### src/sv/gi8dp_pkg.sv
`default_nettype none
package gi8dp_pkg;

  localparam int GROUP_SIZE      = 32;
  localparam int LANES           = 4;
  localparam int FIELD_LANES     = 4;
  localparam int NL              = (LANES < FIELD_LANES) ? LANES : FIELD_LANES;
  localparam int ITEMS_PER_GROUP = ((GROUP_SIZE / LANES) > 0) ? (GROUP_SIZE / LANES) : 1;
  localparam int CNT_W           = (ITEMS_PER_GROUP > 1) ? $clog2(ITEMS_PER_GROUP) : 1;
  localparam int GSUM_W          = $clog2(ITEMS_PER_GROUP * NL * 16384) + 2;

  localparam int DATA_W   = 8;
  localparam int SCALE_W  = 32;
  localparam int FRAC_W   = 24;
  localparam int PROD_W   = 2 * SCALE_W;
  localparam int RSCALE_W = PROD_W - FRAC_W;
  localparam int TERM_W   = GSUM_W + RSCALE_W + 1;
  localparam int ACC_W    = 64;

  localparam int QUEUE_DEPTH = 4;
  localparam int QPTR_W      = (QUEUE_DEPTH > 1) ? $clog2(QUEUE_DEPTH) : 1;
  localparam int QCNT_W      = $clog2(QUEUE_DEPTH + 1);

  localparam logic [PROD_W-1:0] ROUND_BIAS = PROD_W'(1) << (FRAC_W - 1);
  localparam logic signed [ACC_W-1:0] ACC_MAX = {1'b0, {(ACC_W-1){1'b1}}};
  localparam logic signed [ACC_W-1:0] ACC_MIN = {1'b1, {(ACC_W-1){1'b0}}};

  typedef struct packed {
    logic                     close;
    logic                     last;
    logic signed [GSUM_W-1:0] gsum;
    logic [SCALE_W-1:0]       act_scale;
    logic [SCALE_W-1:0]       wt_scale;
  } gi8dp_entry_t;

  typedef struct packed {
    logic full;
    logic empty;
  } gi8dp_qstat_t;

  typedef enum logic [2:0] {
    B_IDLE,
    B_MUL,
    B_RND,
    B_TERM,
    B_ACC,
    B_EMIT
  } gi8dp_back_state_t;

endpackage
`default_nettype wire

### src/sv/gi8dp_front.sv
`default_nettype none
module gi8dp_front import gi8dp_pkg::*; (
  input  logic                                    clk,
  input  logic                                    rst,
  input  logic                                    in_valid,
  output logic                                    in_stall,
  input  logic [FIELD_LANES-1:0][DATA_W-1:0]      act,
  input  logic [FIELD_LANES-1:0][DATA_W-1:0]      wt,
  input  logic [SCALE_W-1:0]                      act_scale,
  input  logic [SCALE_W-1:0]                      wt_scale,
  input  logic                                    last_in_row,
  input  gi8dp_qstat_t                            qstat,
  output logic                                    push,
  output gi8dp_entry_t                            entry
);

  logic signed [GSUM_W-1:0]     group_sum;
  logic [CNT_W-1:0]             lane_count;
  logic signed [2*DATA_W-1:0]   lane_prod [NL];
  logic signed [GSUM_W-1:0]     lane_sum;
  logic signed [GSUM_W-1:0]     group_sum_next;
  logic                         accept;
  logic                         close;

  always_comb begin
    for (int i = 0; i < NL; i++) begin
      lane_prod[i] = $signed(act[i]) * $signed(wt[i]);
    end
  end

  always_comb begin
    lane_sum = '0;
    for (int i = 0; i < NL; i++) begin
      lane_sum = lane_sum + GSUM_W'(lane_prod[i]);
    end
  end

  assign group_sum_next = group_sum + lane_sum;
  assign in_stall       = qstat.full;
  assign accept         = in_valid && !qstat.full;
  assign close          = (lane_count == CNT_W'(ITEMS_PER_GROUP - 1));
  assign push           = accept && (close || last_in_row);

  assign entry.close     = close;
  assign entry.last      = last_in_row;
  assign entry.gsum      = group_sum_next;
  assign entry.act_scale = act_scale;
  assign entry.wt_scale  = wt_scale;

  // a row that ends mid-group drops the open group
  always_ff @(posedge clk) begin
    if (rst) begin
      group_sum  <= '0;
      lane_count <= '0;
    end else if (accept) begin
      if (close || last_in_row) begin
        group_sum  <= '0;
        lane_count <= '0;
      end else begin
        group_sum  <= group_sum_next;
        lane_count <= lane_count + CNT_W'(1);
      end
    end
  end

endmodule
`default_nettype wire

### config.mk
export PLATFORM = sky130hd
export DESIGN_NAME = gi8dp_front
export DESIGN_NICKNAME = d
export VERILOG_FILES = /design/src/sv/gi8dp_pkg.sv /design/src/sv/gi8dp_front.sv
export SDC_FILE = /design/constraint.sdc
export NUM_CORES = 1
export LEC_CHECK = 0
export BUFFER_PORTS_ARGS = -buffer_cell sky130_fd_sc_hd__buf_2
export CAP_MARGIN = 20
export CORE_ASPECT_RATIO = 0.75
export CORE_MARGIN = 2
export CORE_UTILIZATION = 60
export DETAILED_ROUTE_END_ITERATION = 8
export PLACE_DENSITY = 0.81
export SLEW_MARGIN = 0
export SYNTH_ARGS = -nofsm -noshare
export SYNTH_HDL_FRONTEND = slang
export SYNTH_SLANG_ARGS = --single-unit
### constraint.sdc
create_clock -name clk -period 21.1 [get_ports clk]
set_input_delay 2.11 -clock clk [delete_from_list [all_inputs] [get_ports clk]]
set_output_delay 2.11 -clock clk [all_outputs]
set_load 0.05 [all_outputs]
==> results.md <==
* Status: finished clean
* Max Cap Viol at 0
* Root Buffer: clkbuf_16
* Via count at 8908
* Worst hold slack at 0.5098 ns
* Max-slew headroom at 25.80%
* Via/cell ratio at 5.209
* Slowest CP cell: and2_1
* CP cell instances: buf_2 > and2_1 > fa_1 > fa_1 > fa_1 > inv_1 > fa_1 > inv_1 > fa_1 > fa_1 > fa_1 > inv_1 > fa_1 > inv_1 > ha_1 > and2_1 > a2111oi_2 > o211ai_1 > a2111oi_0 > a211o_1 > buf_2
* Setup Crit Path Kind: in2out
* FF+latch count, synth at 24
* Crit path buffers/inverters at 6
* Clock-pin transition on the worst setup and hold timing paths at 0.06 ns
* Critical path's most frequent cell: fa_1
* Least-Margin Pin Slew at 1.103 ns
* Max Root-Sink Buffers at 2
* Pin count of the biggest net entering global routing at 25
* Area Overhead vs Synth at 2.870%
* Avg Synthesized Cell Area at 9.787 µm²
* Crit. End Element: primary output
* RSZ-0062 raised after global routing: false
* Clk_skew at 0.002356 ns
* Hold buffer count at cts at 0
* Final Setup Violations at 0
* Post-Synthesis Cells at 1394
* Postcts setup bufs at 0
* Remaining global-route overflow at 0
* First-pass GRT wire length at 48670 µm
* Final ANT Viol Nets at 0
* Vias in the first global route at 10010
* Worst hold path type: reg2reg
* Fin crit share at 54.61%
* CP Max Fanout at 13
* Library cells used by synthesis at 35
* Initial antenna violation count at 1
* CP required at 18.99 ns
* Drt wl/cell at 16.15 µm
* CTS buffer count at 3
* PortBufs at 93
* DP Wirelength at 25490 µm
* Core Box Area at 0.02217 mm²
* Die H at 134.6 µm
* Share of layout cells above drive strength 1 at 7.415%
* Initial Utilization at 61.54%
* Cts repair resizes at 0
* Hold Violations, Final at 0
* Synth Cell Area at 0.01364 mm²
* # IOs at 223
* Slew Limit Fails at 0
* Post-layout min period at 11.52 ns
* Setup TNS at 0 ns
* Final RePlAce weighted congestion at 0.8719
* CP peak stage delay at 0.78 ns
* Die W at 178.1 µm
* Clock latency on the worst-skew pair at 0.26 ns
* NumNets Final at 2027
* CTS tree: built
* Std-Cell Rows at 47
* Seq/Total Area, Yosys at 3.522%
* Fillers at 1795
* Total track usage at 25.86%
* YS warnings at 0
* H-tree depth at 1
* # clock sinks at 24
* Remaining DRCs at 0
* Fmax at 86.79 MHz
* ANT cells at 0
* Startpoint types: primary input
* Final Routed Wirelength at 27620 µm
* Die area at 0.02397 mm²
* Crit path arrival time at 9.41 ns
* Initial DRT Pass Iterations at 5
* Iter 0 DRT Violations at 451
* Syn nets at 2003
* Cell family with most CP delay: adder cells
cell families (layout without fill, tap and decap cells):
logic type               count (synthesis)  count (layout)  share of synthesized area [%]
flip-flops                              24              24                          3.522
AO/OA/AOI/OAI                           71              71                          3.751
XOR/XNOR                                29              29                          1.862
AND/OR/NAND/NOR                        299             299                          11.31
multiplexers                             3               3                         0.2293
adder cells (fa/ha/maj)                475             475                          63.92
buffers and inverters                  493             515                          15.41
layer usage:
metal  up-vias  global-route usage [%]  wire (µm)
met4         2                   3.916        425
met3        36                   4.223       1642
li1       3969                       -          -
met5         -                       0         13
met2       287                   44.12      14030
met1      4614                   36.00      11510
through the flow:
| stage | std cells | worst slack [ns] | util, % | area (µm²) |
|---|---|---|---|---|
| final | 1710 | 9.578 | 63.30 | 14030 |
| after global routing | 1710 | 9.133 | 63.30 | 14030 |
| after CTS | 1710 | 9.534 | 63.30 | 14030 |
| after detailed placement | 1707 | 9.536 | 62.97 | 13960 |
| after global placement | 1707 | 9.729 | 62.97 | 13960 |
| after floorplan | 1394 | 10.15 | - | 13640 |
cells in the final DEF (no fill, tap or decap), types with 2 or more instances in the layout:
cell,instances
nor3_1,3
ha_1,105
clkbuf_16,3
a22oi_1,19
and2_1,132
xnor2_1,21
a21oi_1,11
mux2i_1,2
nand2_1,98
buf_2,93
a21o_1,4
nand2b_1,14
a22o_1,4
nor2b_1,18
o21bai_1,2
a211o_1,2
o21a_1,6
a211oi_1,3
o31ai_2,2
dfxtp_1,24
xor2_1,8
o21ai_0,11
inv_1,417
buf_4,2
nor2_1,31
fa_1,370
final timing paths:
check | startpoint | to | slack [ns] | depth (start not counted)
max reg2reg | group_sum[9] | group_sum[20] | 14.36 | 22
min reg2reg | group_sum[2] | group_sum[2] | 0.51 | 2
max | act[7] | entry[84] | 9.58 | 21
min | group_sum[2] | group_sum[2] | 0.51 | 2
worst register-to-register path: stages, from the launching register on:
cell,delay (ns)
dfxtp_1,0.33
fa_1,0.53
inv_1,0.06
fa_1,0.54
inv_1,0.05
fa_1,0.49
inv_1,0.06
fa_1,0.51
fa_1,0.53
inv_1,0.06
fa_1,0.44
fa_1,0.51
inv_1,0.05
fa_1,0.48
inv_1,0.05
ha_1,0.32
a21o_1,0.21
a2111oi_2,0.47
o211ai_1,0.21
nand2_1,0.16
nor2b_1,0.06
a211o_1,0.32
a22o_1,0.20
synthesized netlist by cell type:
| master | number | share of area [%] |
|---|---|---|
| inv_1 | 417 | 11 |
| fa_1 | 370 | 54 |
| and2_1 | 132 | 6.1 |
| ha_1 | 105 | 9.6 |
| nand2_1 | 98 | 2.7 |
| buf_4 | 67 | 3.7 |
| nor2_1 | 31 | 0.85 |
| dfxtp_1 | 24 | 3.5 |
| xnor2_1 | 21 | 1.3 |
| a22oi_1 | 19 | 1.0 |
| nor2b_1 | 18 | 0.83 |
| nand2b_1 | 14 | 0.64 |
| a21oi_1 | 11 | 0.40 |
| o21ai_0 | 11 | 0.40 |
| clkbuf_1 | 9 | 0.25 |
| xor2_1 | 8 | 0.51 |
| o21a_1 | 6 | 0.33 |
| a21o_1 | 4 | 0.22 |
| a22o_1 | 4 | 0.26 |
| nor3_1 | 4 | 0.15 |
| a211oi_1 | 3 | 0.17 |
| a211o_1 | 2 | 0.13 |
| mux2i_1 | 2 | 0.15 |
| o21bai_1 | 2 | 0.11 |
| o31ai_2 | 2 | 0.18 |
| a2111oi_0 | 1 | 0.064 |
| a2111oi_2 | 1 | 0.11 |
| mux2_2 | 1 | 0.083 |
| nor4_1 | 1 | 0.046 |
| o2111ai_1 | 1 | 0.064 |
| o211ai_1 | 1 | 0.055 |
| o21bai_2 | 1 | 0.083 |
| o22ai_1 | 1 | 0.046 |
| o41a_1 | 1 | 0.083 |
| or2_2 | 1 | 0.046 |
state kept, by name, summed over array words and instances, names as in the netlist:
register and count:
lane_count 3, group_sum 21
cell type report:
| class | count | area, µm² | share of cell area (%) |
|---|---|---|---|
| inverter | 417 | 1565 | 11.15 |
| clock buffer | 3 | 75.07 | 0.5349 |
| tap | 294 | 367.9 | 2.621 |
| multi-input combinational | 877 | 11070 | 78.84 |
| sequential | 24 | 480.5 | 3.423 |
| timing repair buffer | 95 | 480.5 | 3.423 |
Power is left out: the tool's default activity adds up to more than one toggle a clock period on the data nets, which glitch-free logic cannot reach.
