File: src/sv/gi8dp_pkg.sv
`default_nettype none
package gi8dp_pkg;

  localparam int GROUP_SIZE      = 32;
  localparam int LANES           = 4;
  localparam int FIELD_LANES     = 4;
  localparam int NL              = (LANES < FIELD_LANES) ? LANES : FIELD_LANES;
  localparam int ITEMS_PER_GROUP = ((GROUP_SIZE / LANES) > 0) ? (GROUP_SIZE / LANES) : 1;
  localparam int CNT_W           = (ITEMS_PER_GROUP > 1) ? $clog2(ITEMS_PER_GROUP) : 1;
  localparam int GSUM_W          = $clog2(ITEMS_PER_GROUP * NL * 16384) + 2;

  localparam int DATA_W   = 8;
  localparam int SCALE_W  = 32;
  localparam int FRAC_W   = 24;
  localparam int PROD_W   = 2 * SCALE_W;
  localparam int RSCALE_W = PROD_W - FRAC_W;
  localparam int TERM_W   = GSUM_W + RSCALE_W + 1;
  localparam int ACC_W    = 64;

  localparam int QUEUE_DEPTH = 4;
  localparam int QPTR_W      = (QUEUE_DEPTH > 1) ? $clog2(QUEUE_DEPTH) : 1;
  localparam int QCNT_W      = $clog2(QUEUE_DEPTH + 1);

  localparam logic [PROD_W-1:0] ROUND_BIAS = PROD_W'(1) << (FRAC_W - 1);
  localparam logic signed [ACC_W-1:0] ACC_MAX = {1'b0, {(ACC_W-1){1'b1}}};
  localparam logic signed [ACC_W-1:0] ACC_MIN = {1'b1, {(ACC_W-1){1'b0}}};

  typedef struct packed {
    logic                     close;
    logic                     last;
    logic signed [GSUM_W-1:0] gsum;
    logic [SCALE_W-1:0]       act_scale;
    logic [SCALE_W-1:0]       wt_scale;
  } gi8dp_entry_t;

  typedef struct packed {
    logic full;
    logic empty;
  } gi8dp_qstat_t;

  typedef enum logic [2:0] {
    B_IDLE,
    B_MUL,
    B_RND,
    B_TERM,
    B_ACC,
    B_EMIT
  } gi8dp_back_state_t;

endpackage
`default_nettype wire

File: src/sv/gi8dp_queue.sv
`default_nettype none
module gi8dp_queue import gi8dp_pkg::*; (
  input  logic         clk,
  input  logic         rst,
  input  logic         push,
  input  gi8dp_entry_t entry_in,
  input  logic         pop,
  output gi8dp_entry_t entry_out,
  output gi8dp_qstat_t qstat
);

  gi8dp_entry_t      slots [QUEUE_DEPTH];
  logic [QPTR_W-1:0] wr_ptr;
  logic [QPTR_W-1:0] rd_ptr;
  logic [QCNT_W-1:0] count;

  assign entry_out   = slots[rd_ptr];
  assign qstat.full  = (count == QCNT_W'(QUEUE_DEPTH));
  assign qstat.empty = (count == '0);

  always_ff @(posedge clk) begin
    if (push) begin
      slots[wr_ptr] <= entry_in;
    end
  end

  always_ff @(posedge clk) begin
    if (rst) begin
      wr_ptr <= '0;
      rd_ptr <= '0;
      count  <= '0;
    end else begin
      if (push) begin
        wr_ptr <= (wr_ptr == QPTR_W'(QUEUE_DEPTH - 1)) ? '0 : wr_ptr + QPTR_W'(1);
      end
      if (pop) begin
        rd_ptr <= (rd_ptr == QPTR_W'(QUEUE_DEPTH - 1)) ? '0 : rd_ptr + QPTR_W'(1);
      end
      if (push && !pop) begin
        count <= count + QCNT_W'(1);
      end else if (pop && !push) begin
        count <= count - QCNT_W'(1);
      end
    end
  end

endmodule
`default_nettype wire

File: config.mk
export PLATFORM = sky130hd
export DESIGN_NAME = gi8dp_queue
export DESIGN_NICKNAME = d
export VERILOG_FILES = /design/src/sv/gi8dp_pkg.sv /design/src/sv/gi8dp_queue.sv
export SDC_FILE = /design/constraint.sdc
export NUM_CORES = 1
export LEC_CHECK = 0
export ABC_CLOCK_PERIOD_IN_PS = 3600
export BUFFER_PORTS_ARGS = -buffer_cell sky130_fd_sc_hd__buf_2
export CORE_MARGIN = 5
export CORE_UTILIZATION = 57
export DETAILED_ROUTE_END_ITERATION = 10
export GPL_ROUTABILITY_DRIVEN = 1
export PLACE_DENSITY = 0.79
export SETUP_SLACK_MARGIN = 0.1
export SYNTH_ARGS = -nofsm -noshare
export SYNTH_HDL_FRONTEND = slang
export SYNTH_SLANG_ARGS = --single-unit
File: constraint.sdc
create_clock -name clk -period 3.6 [get_ports clk]
set_input_delay 0.18 -clock clk [delete_from_list [all_inputs] [get_ports clk]]
set_output_delay 0.18 -clock clk [all_outputs]
set_load 0.005 [all_outputs]
==> out/metrics.cfg, run 1 <==
[placed_design]
placed_cells=955
place_ws_ns=1.46
gp_congestion=0.754
placedInstanceArea_um2=14300
port_buffers=179
dp_hpwl_um=14300

[min_path]
hold_path_depth=3
hp-class=primary input to flop

[global_route]
grt_pass1_vias=6968
antenna_found_initial=1
gr-usage-all-layers=0.198
grt-ovfl-total=0
grt_max_degree=57
use_met2=0.340
grtUsageMet3=0.0441
grt_busiest_layer=met2
grt_use_met1=0.261
grt_first_pass_wirelength_um=39400

[synth]
synth_seq_cells=357
synth-edff-count=348
yosysUniqueCellTypes=20
ys_seq_area_frac=0.818
synthTopCellsByCount=348 x edfxtp_1, 87 x mux4_2, 10 x buf_2
syn_area_um2=13000
synth_top_area_share=0.804
syn_avg_cell_area_um2=26.0
synthFlopType=edfxtp_1
synth.most_common_cell=edfxtp_1
synth_top_cell_by_area=edfxtp_1
synth_area_leaders=edfxtp_1 80%, mux4_2 15%, dfxtp_1 1.4%
synth_fp_nets=597
syn_inst=499
synthArstFlopShare=0
ys_warn_count=0

[outcome]
status=completed

[detailed_routing]
avgRoutedWirePerCell_um=22.8
drc=0
drt_iter0_drc=510
vias=6286
first_pass_iters=5
vias_per_cell=5.68
ant_nets=0
wirelength_um=25200

[finish]
areaGrowthSynthToFinish_pct=24.9
fill_cells=1341
fin_nets=895
final_cells=1106
layout-drive-gt1-share=0.407
antenna_cells=0
regArea_um2=10600
final_cell_area_um2=16200
multi_input_area_um2=2210

[sta]
drv_slew=0
fin_worst_skew_ns=0.00897
finalHoldViolCount=0
tightest_slew_ns=0.770
fin_crit_sh=0.728
max_slew_margin=0.487
setup_slack_ns=0.980
finalCriticalPeriod_ns=2.62
finalSetupTns_ns=0
fmax_ghz=0.382
finalSetupViolCount=0
rsz0062_at_grt=no

[die]
start_util=0.576
die-area_um2=25900
rows=55
die_w_um=161
die_height_um=161
core_um2=22600
io_pins=180

[critical_path]
cp-end-kind=primary output
worstSetupStartpointType=flop
cpMaxStageDelayCell=dfxtp_4
crit_chain=buf_4 -> mux4_2 -> buf_2
cp.arrival_ns=2.44
rr_worst_depth=4
critical_path_class=flop to primary output
slowest_delay_ns=0.80
critPathMaxFanout=34
worstPathRequired_ns=3.42

[cts]
htreeDepth=2
path_clk_slew_ns=0.06
clock_latency_ns=0.50
root_buffer=clkbuf_16
clockBufferDepth=3
cts_tree=yes
numCtsBuffers=36
cts.sinks=357

[run]
maxCapViolCount=0

[power]
ir_drop_mv=0.478
p_leak_nw=5.58
power_density_nw_per_um2=556
total_power_w=0.00902

per-layer routing:
layer / vias up / wire length (µm)
met5: - / 13
met4: 2 / 553
met3: 50 / 1720
met2: 243 / 13100
met1: 3246 / 9880
li1: 2745 / -
power by group:
group / switching [W] / internal (W)
logic: 0.000357 / 0.000409
registers: 0.0000841 / 0.00476
clock network: 0.00142 / 0.00199
total: 0.00186 / 0.00716
layout by cell type, fill, tap and decap left out, drive strengths merged:
cell type,instances
edfxtp,348
inv,4
clkbuf,47
dlygate4sd3,89
a21oi,2
dfxtp,9
buf,191
xor2,2
clkinv,13
nor2,7
mux4,87
nor3b,2
ha,6
clkinvlp,1
o21ai,1
fa,1
nor3,1
mux2i,4
and2,4
bufinv,1
or3,1
worst max-delay path: cells and delay by family, from the launching register on:
kind,cells,cell delay (ns)
DFF,1,0.80
muxes,1,0.57
buffers and inverters,2,0.56
sequential cells by signal, summed over array words and instances (netlist names), named ones only:
register	flops
rd_ptr	2
slots	348
count	3
wr_ptr	2
repair_timing:
| item | CTS | global route |
|---|---|---|
| hold buffers | 89 | 0 |
| endpoints found under the hold margin | 357 | 0 |
| setup buffers | 0 | 0 |
| gates resized for setup | 0 | 0 |
cells by family after synthesis:
group | after synthesis | synth area share
AO/OA/AOI/OAI | 3 | 0.00116
XOR/XNOR | 2 | 0.00135
adder cells (fa/ha/maj) | 7 | 0.00732
buffers and inverters | 24 | 0.0123
flip-flops | 357 | 0.818
multiplexers | 91 | 0.154
AND/OR/NAND/NOR | 15 | 0.00597
final timing paths:
check | from | to | slack, ns
max | flop | entry_out[15] | 0.98
min | push | wr_ptr[0] | 0.05
max reg2reg | wr_ptr[0] | slots[2][62] | 1.59
min reg2reg | rd_ptr[1] | flop | 0.53
final cells by class:
class / count / share of cell area
well taps: 285 / 0.0220
inverters: 4 / 0.000925
clock inverters: 15 / 0.00601
flip-flops and latches: 357 / 0.655
multi-input cells: 118 / 0.136
repair buffers: 280 / 0.119
clock buffers: 47 / 0.0606
metrics by stage:
step                      hold slack [ns]  utilization
after floorplan                     0.249            -
after global placement              0.389        0.632
after detailed placement            0.395        0.632
after CTS                          0.0418        0.719
after global routing               0.0616        0.719
final                              0.0513        0.719
Note: power is estimated with default switching activity, not from simulation.
==> inputs of run 2 (changes only) <==
ABC_CLOCK_PERIOD_IN_PS = 2250   (was 3600)
CORE_UTILIZATION = 51   (was 57)
PLACE_DENSITY = 0.75   (was 0.79)
clock period = 2.25 ns   (was 3.6 ns; I/O delays follow)
==> run 2 against run 1 <==
Effect of this change: sequential power grew 59%; sequential cell count is the same; core utilization shrank 6.0 points; cell count grew 5.4%; hold slack gained 0.32 ns; non-clock buffer count grew 16; first-iteration DRC count grew 4.1%; combinational power grew 75%; die area grew 11%; via count grew 0.62%; critical path depth is the same; clock-buffer cell count shrank 5; critical path type unchanged; largest power group unchanged.
==> out/metrics.cfg, run 2 (synthesized netlist as in run 1, its figures left out) <==
[sta]
drv_slew=0
max_slew_margin=0.655
fmax_ghz=0.477
finalHoldViolCount=0
finalSetupViolCount=0
finalSetupTns_ns=0
fin_crit_sh=0.931
finalCriticalPeriod_ns=2.09
tightest_slew_ns=0.518
rsz0062_at_grt=yes
hold_slack_ns=0.372
fin_worst_skew_ns=0.0120

[cts]
clockBufferDepth=3
numCtsBuffers=36
root_buffer=clkbuf_16
htreeDepth=2
cts.sinks=357
clock_latency_ns=0.49
path_clk_slew_ns=0.06
cts_tree=yes

[min_path]
hold_end=slots[0][25]
hold_path_depth=2
worstHoldStart=entry_in[25]
hp-class=primary input to flop

[critical_path]
cp-end-kind=primary output
r2r_end=slots[3][65]
critPathMaxFanout=17
critical_path_class=flop to primary output
worstSetupStartpointType=flop
worstPathRequired_ns=2.14
crit_chain=bufbuf_16 -> mux4_2 -> buf_2
slowest_delay_ns=0.54
r2r_start=wr_ptr[0]
reg2reg_slack_ns=0.60
rr_worst_depth=3
cpMaxStageDelayCell=mux4_2
cp.arrival_ns=1.98

[power]
ir_drop_mv=0.647
p_seq_frac=0.532
clkPwrFrac=0.376
power_density_nw_per_um2=875
p_leak_nw=5.70
pwr-share-comb=0.092
p_int_w=0.0115
p_sw_w=0.00296
swShare=0.204

[finish]
largest_reg_flops=348
final_cell_mix=348 x edfxtp_1, 179 x buf_2, 90 x dlygate4sd3_1
antenna_cells=0
mostFrequentLayoutCell=edfxtp_1
fin_nets=911
largest_register=slots
reg.largest.list=slots (348), count (3)
areaGrowthSynthToFinish_pct=27.4
final_util=0.659
layout-drive-gt1-share=0.411

[run]
maxCapViolCount=0

[placed_design]
port_buffers=179
gp_congestion=0.750
dp_hpwl_um=15500

[detailed_routing]
vias=6325
drt_iter0_drc=531
first_pass_iters=4
vias_per_cell=5.42
drc=0
ant_nets=0
wirelength_um=25700
avgRoutedWirePerCell_um=22.0

[die]
die_w_um=170
rows=58
die-area_um2=28800
start_util=0.518
core_um2=25100
die_height_um=170
io_pins=180

[global_route]
grt_max_degree=34
grt_first_pass_wirelength_um=39500
grt_pass1_vias=6897
grt-ovfl-total=0
antenna_found_initial=0
gr-usage-all-layers=0.179

[outcome]
status=completed

==> run 2: critical path: cells and delay by family, from the launching register on <==
kind,cells,cell delay (ns)
buf+inv,2,0.51
flops,1,0.43
mux,1,0.54
==> run 2: cell type report <==
| cell class | count | area [µm²] |
|---|---|---|
| Sequential cell | 357 | 10600 |
| Tap cell | 330 | 413 |
| Multi-Input combinational cell | 118 | 2210 |
| Timing Repair Buffer | 296 | 2200 |
| Clock buffer | 42 | 945 |
| Fill cell | 1662 | 8550 |
| Clock inverter | 19 | 131 |
| Inverter | 4 | 15.0 |
==> run 2: worst max path at each step <==
stage	end
floorplan	slots[3][0]
global placement	entry_out[28]
detailed placement	entry_out[3]
CTS	entry_out[42]
global route	entry_out[42]
finish	entry_out[0]
==> run 2: per-layer routing <==
layer | wire, µm | share of wire | GRT usage | up-vias
met1 | 9900 | 0.39 | 0.236 | 3232
li1 | - | - | - | 2775
met4 | 392 | 0.015 | 0.0385 | 0
met3 | 1950 | 0.076 | 0.0375 | 38
met2 | 13400 | 0.52 | 0.313 | 280
met5 | 0 | 0 | 0 | -
==> run 2: timing repair <==
item | in CTS | in global routing
endpoints found under the setup margin | 71 | 13
setup buffers | 1 | 1
hold endpoints to repair | 357 | 0
hold buffers | 90 | 0
resized for setup | 1 | 0
gates cloned | 1 | 0
==> run 2: power by group through the flow <==
stage	Combinational [W]	Sequential, W	Clock, W
floorplan	0.000637	0.00781	0
global placement	0.00116	0.00784	0
detailed placement	0.00119	0.00786	0
CTS	0.00135	0.00772	0.00559
global route	0.00145	0.00773	0.00589
finish	0.00134	0.00771	0.00544
==> run 2: metrics by stage <==
| step | cells | power, W | area, µm² | worst slack [ns] |
|---|---|---|---|---|
| final | 1166 | 0.0145 | 16600 | 0.155 |
| after CTS | 1165 | 0.0147 | 16500 | 0.112 |
| after floorplan | 499 | 0.00845 | 13000 | 0.180 |
| after global placement | 1012 | 0.00899 | 14500 | 0.519 |
| after global routing | 1166 | 0.0151 | 16600 | 0.0781 |
| after detailed placement | 1012 | 0.00905 | 14500 | 0.487 |
